<file path="config.mk">
export PLATFORM = sky130hd
export DESIGN_NAME = qtsl_ram
export DESIGN_NICKNAME = d
export VERILOG_FILES = /design/src/design/assert_macros.svh /design/src/design/qtsl_ram.sv
export SDC_FILE = /design/constraint.sdc
export NUM_CORES = 2
export LEC_CHECK = 0
export BUFFER_PORTS_ARGS = -buffer_cell sky130_fd_sc_hd__buf_2
export CORE_MARGIN = 2
export CORE_UTILIZATION = 57
export CTS_CLUSTER_SIZE = 25
export DETAILED_ROUTE_END_ITERATION = 12
export PLACE_DENSITY = 0.88
export SLEW_MARGIN = 20
export SYNTH_ARGS = -nofsm -noshare
export SYNTH_HDL_FRONTEND = slang
export SYNTH_SLANG_ARGS = --single-unit
</file>
<file path="constraint.sdc">
create_clock -name clk -period 3.9 [get_ports clk]
set_input_delay 0.585 -clock clk [delete_from_list [all_inputs] [get_ports clk]]
set_output_delay 0.585 -clock clk [all_outputs]
set_load 0.01 [all_outputs]
</file>
<file path="src/design/assert_macros.svh">
// assertion helpers used by the queue design file
`ifndef ASSERT_MACROS_SVH
`define ASSERT_MACROS_SVH

// property checked at every rising edge of clk, off while rst_n is low
`define QTSL_ASSERT(label, prop, msg) \
  label: assert property (@(posedge clk) disable iff (!rst_n) (prop)) else $error(msg);

// condition that must never hold outside reset
`define QTSL_NEVER(label, cond, msg) \
  label: assert property (@(posedge clk) disable iff (!rst_n) !(cond)) else $error(msg);

`endif

</file>
<file path="src/design/qtsl_ram.sv">
module qtsl_ram #(
  parameter int unsigned WIDTH = 32,
  parameter int unsigned DEPTH = 128
) (
  input  logic                     clk,
  input  logic                     we,
  input  logic [$clog2(DEPTH)-1:0] waddr,
  input  logic [WIDTH-1:0]         wdata,
  input  logic [$clog2(DEPTH)-1:0] raddr,
  output logic [WIDTH-1:0]         rdata
);

  logic [WIDTH-1:0] mem [DEPTH];

  always_ff @(posedge clk) begin
    if (we) begin
      mem[waddr] <= wdata;
    end
    rdata <= mem[raddr];
  end

endmodule

</file>
==> impl_metrics.json <==
{
  "status": "finished, final reports clean",
  "wirelength_um": 524000,
  "cts_buffers": 372,
  "rows": 192,
  "drive_above_1_share_pct": 36.6,
  "yosys.area.top_type_share_pct": 78.7,
  "grt_max_degree": 118,
  "core-area_mm2": 0.273,
  "reg2reg_depth": 4,
  "antenna_found_initial": 86,
  "grt_remaining_overflow": 0,
  "drtPass1Iterations": 6,
  "ir_worst_vdd_uv": 418,
  "worst_path_largest_cell_delay_ns": 0.71,
  "r2r-start": "mem[95][4]",
  "synth.cell_area_mm2": 0.156,
  "cap_violations": 0,
  "post_cts_buffers": 0,
  "dieArea_mm2": 0.278,
  "ios": 80,
  "p_leak_nw": 54.7,
  "maxClockFrequency_ghz": 0.315,
  "clk_latency_ns": 0.94,
  "cp_common_cell": "mux4_2",
  "htreeDepth": 5,
  "num_vias": 82700,
  "synth_cells": 5990,
  "syn2layout_area_growth_pct": 14.0,
  "tns_ns": 0,
  "netlist_top_cells_count": "edfxtp_1, mux4_2, clkbuf_1, nor2_1, buf_2",
  "layout.cells.non_filler": 10500,
  "skew_ns": 0.0526,
  "path_cells": "buf_8, buf_12, buf_4, mux4_2, mux4_2, mux4_2, mux2_2",
  "rsz0062_at_grt": "false",
  "dp_cells": 9712,
  "wl_per_cell_um": 50.1,
  "post-route-util_pct": 65.2,
  "hold_path.startpoint": "wdata[6]",
  "cp.required_ns": 4.68,
  "min_to": "mem[57][6]",
  "critical_path_class": "in2reg",
  "syn_avg_cell_area_um2": 26.1,
  "start_kind": "primary input",
  "power_mw": 93.3,
  "root_buffer": "clkbuf_16",
  "hold_ws_ns": 0.0538,
  "io_buffer_count": 79,
  "clk_path_buf_depth": 4,
  "synth-edff-count": 4096,
  "die_h_um": 528,
  "power_per_cell_area_mw_per_mm2": 524,
  "place.gp.congestion": 0.890,
  "crit_arrival_ns": 3.96,
  "layout_setup_ws_ns": 0.729,
  "die_w_um": 528,
  "ys.flop_type": "edfxtp_1",
  "report.final.slew_viol_count": 0,
  "yosys.cell_count.top_type": "edfxtp_1",
  "synth_cell_types": 17,
  "cts_tree": "built",
  "clock-sinks": 4128,
  "hold_class": "in2reg",
  "r2r-end": "rdata[4]",
  "synth-seq-area-share_pct": 79.1,
  "period_needed_ns": 3.17,
  "vias_per_cell": 7.91,
  "yosys.area.top_type": "edfxtp_1",
  "final_area_mm2": 0.178,
  "endpoint_kind": "flop",
  "synth_area_leaders": "edfxtp_1, mux4_2, clkbuf_1",
  "setup_viol": 0,
  "tightest_slew_ns": 1.26,
  "synth_warnings": 0,
  "min_delay_path_depth": 1,
  "worstPathMaxFanout": 51,
  "place_worst_setup_slack_ns": -0.00399,
  "drt_iter0_markers": 19500,
  "r2r_slack_ns": 0.98,
  "period_share_pct": 81.3,
  "drc": 0,
  "placed_area_mm2": 0.166,
  "slew-limit-headroom_pct": 15.6,
  "clkTransAtPathRegs_ns": 0.08,
  "grt_pass1_wl_um": 697000,
  "synth_async_sr_flop_share_pct": 0,
  "start_util_pct": 57.2,
  "post_cts_resized": 0,
  "slowest_stage": "mux4_2",
  "dp_hpwl_um": 258000,
  "grt_pass1_vias": 79300,
  "final_nets": 6552,
  "cts_hold_buffers": 0,
  "finalHoldViolCount": 0,
  "synth_nets": 6038,
  "postRouteAntennaNets": 0,
  "ys_seq_elements": 4128,
  "grt_usage_pct": 36.8
}
cell families after synthesis:
logic type             share of synthesized area, %
multiplexers                                   19.6
flip-flops                                     79.1
AND/OR/NAND/NOR                               0.446
buffers and inverters                         0.839
power breakdown:
part / internal, mW / switching, mW
registers: 49.0 / 0.247
logic: 1.97 / 3.46
clock network: 21.0 / 17.7
layer usage:
metal | wire length [um] | share of wire [%] | GRT usage (%) | vias up
li1 | - | - | - | 27400
met1 | 147000 | 28 | 47.3 | 41500
met2 | 244000 | 47 | 57.0 | 11300
met3 | 88700 | 17 | 10.1 | 2411
met4 | 44000 | 8.4 | 21.6 | 54
met5 | 432 | 0.082 | 0.0173 | -
registers in the layout, summed over array words and instances, names as in the netlist:
register,cells
mem,4096
rdata,32
cells in the final DEF (no fill, tap or decap), drive strengths merged:
cell type,instances
clkinvlp,20
clkbuf,451
inv,4
dfxtp,32
bufinv,44
mux4,1344
buf,456
nand4,3
nor2,122
diode,68
edfxtp,4096
nor2b,7
nand2b,2
nor3,9
clkinv,152
nand2,14
mux2,32
nand3,12
or3,1
cell type report:
type	count	area (um2)
clock buffer	451	9850
fill	14900	95000
tap	3589	4490
sequential	4128	124000
clock inverter	220	2260
antenna	68	170
multi-input combinational	1546	32300
timing repair buffer	456	5430
worst max-delay path by stage:
stage	startpoint	end	slack [ns]	cells past startpoint
after global placement	raddr[0]	rdata[19]	0.12	8
after CTS	raddr[0]	rdata[19]	0.92	8
final	raddr[2]	rdata[14]	0.73	7
after detailed placement	raddr[0]	rdata[14]	-0.004	8
after floorplan	we	mem[98][0]	0.08	3
after global routing	raddr[0]	rdata[14]	0.79	8
critical path, delay by kind of cell:
family                 cells  cell delay (ns)
buffers and inverters      3             1.17
muxes                      4             2.08
(Power assumes the default switching activity.)
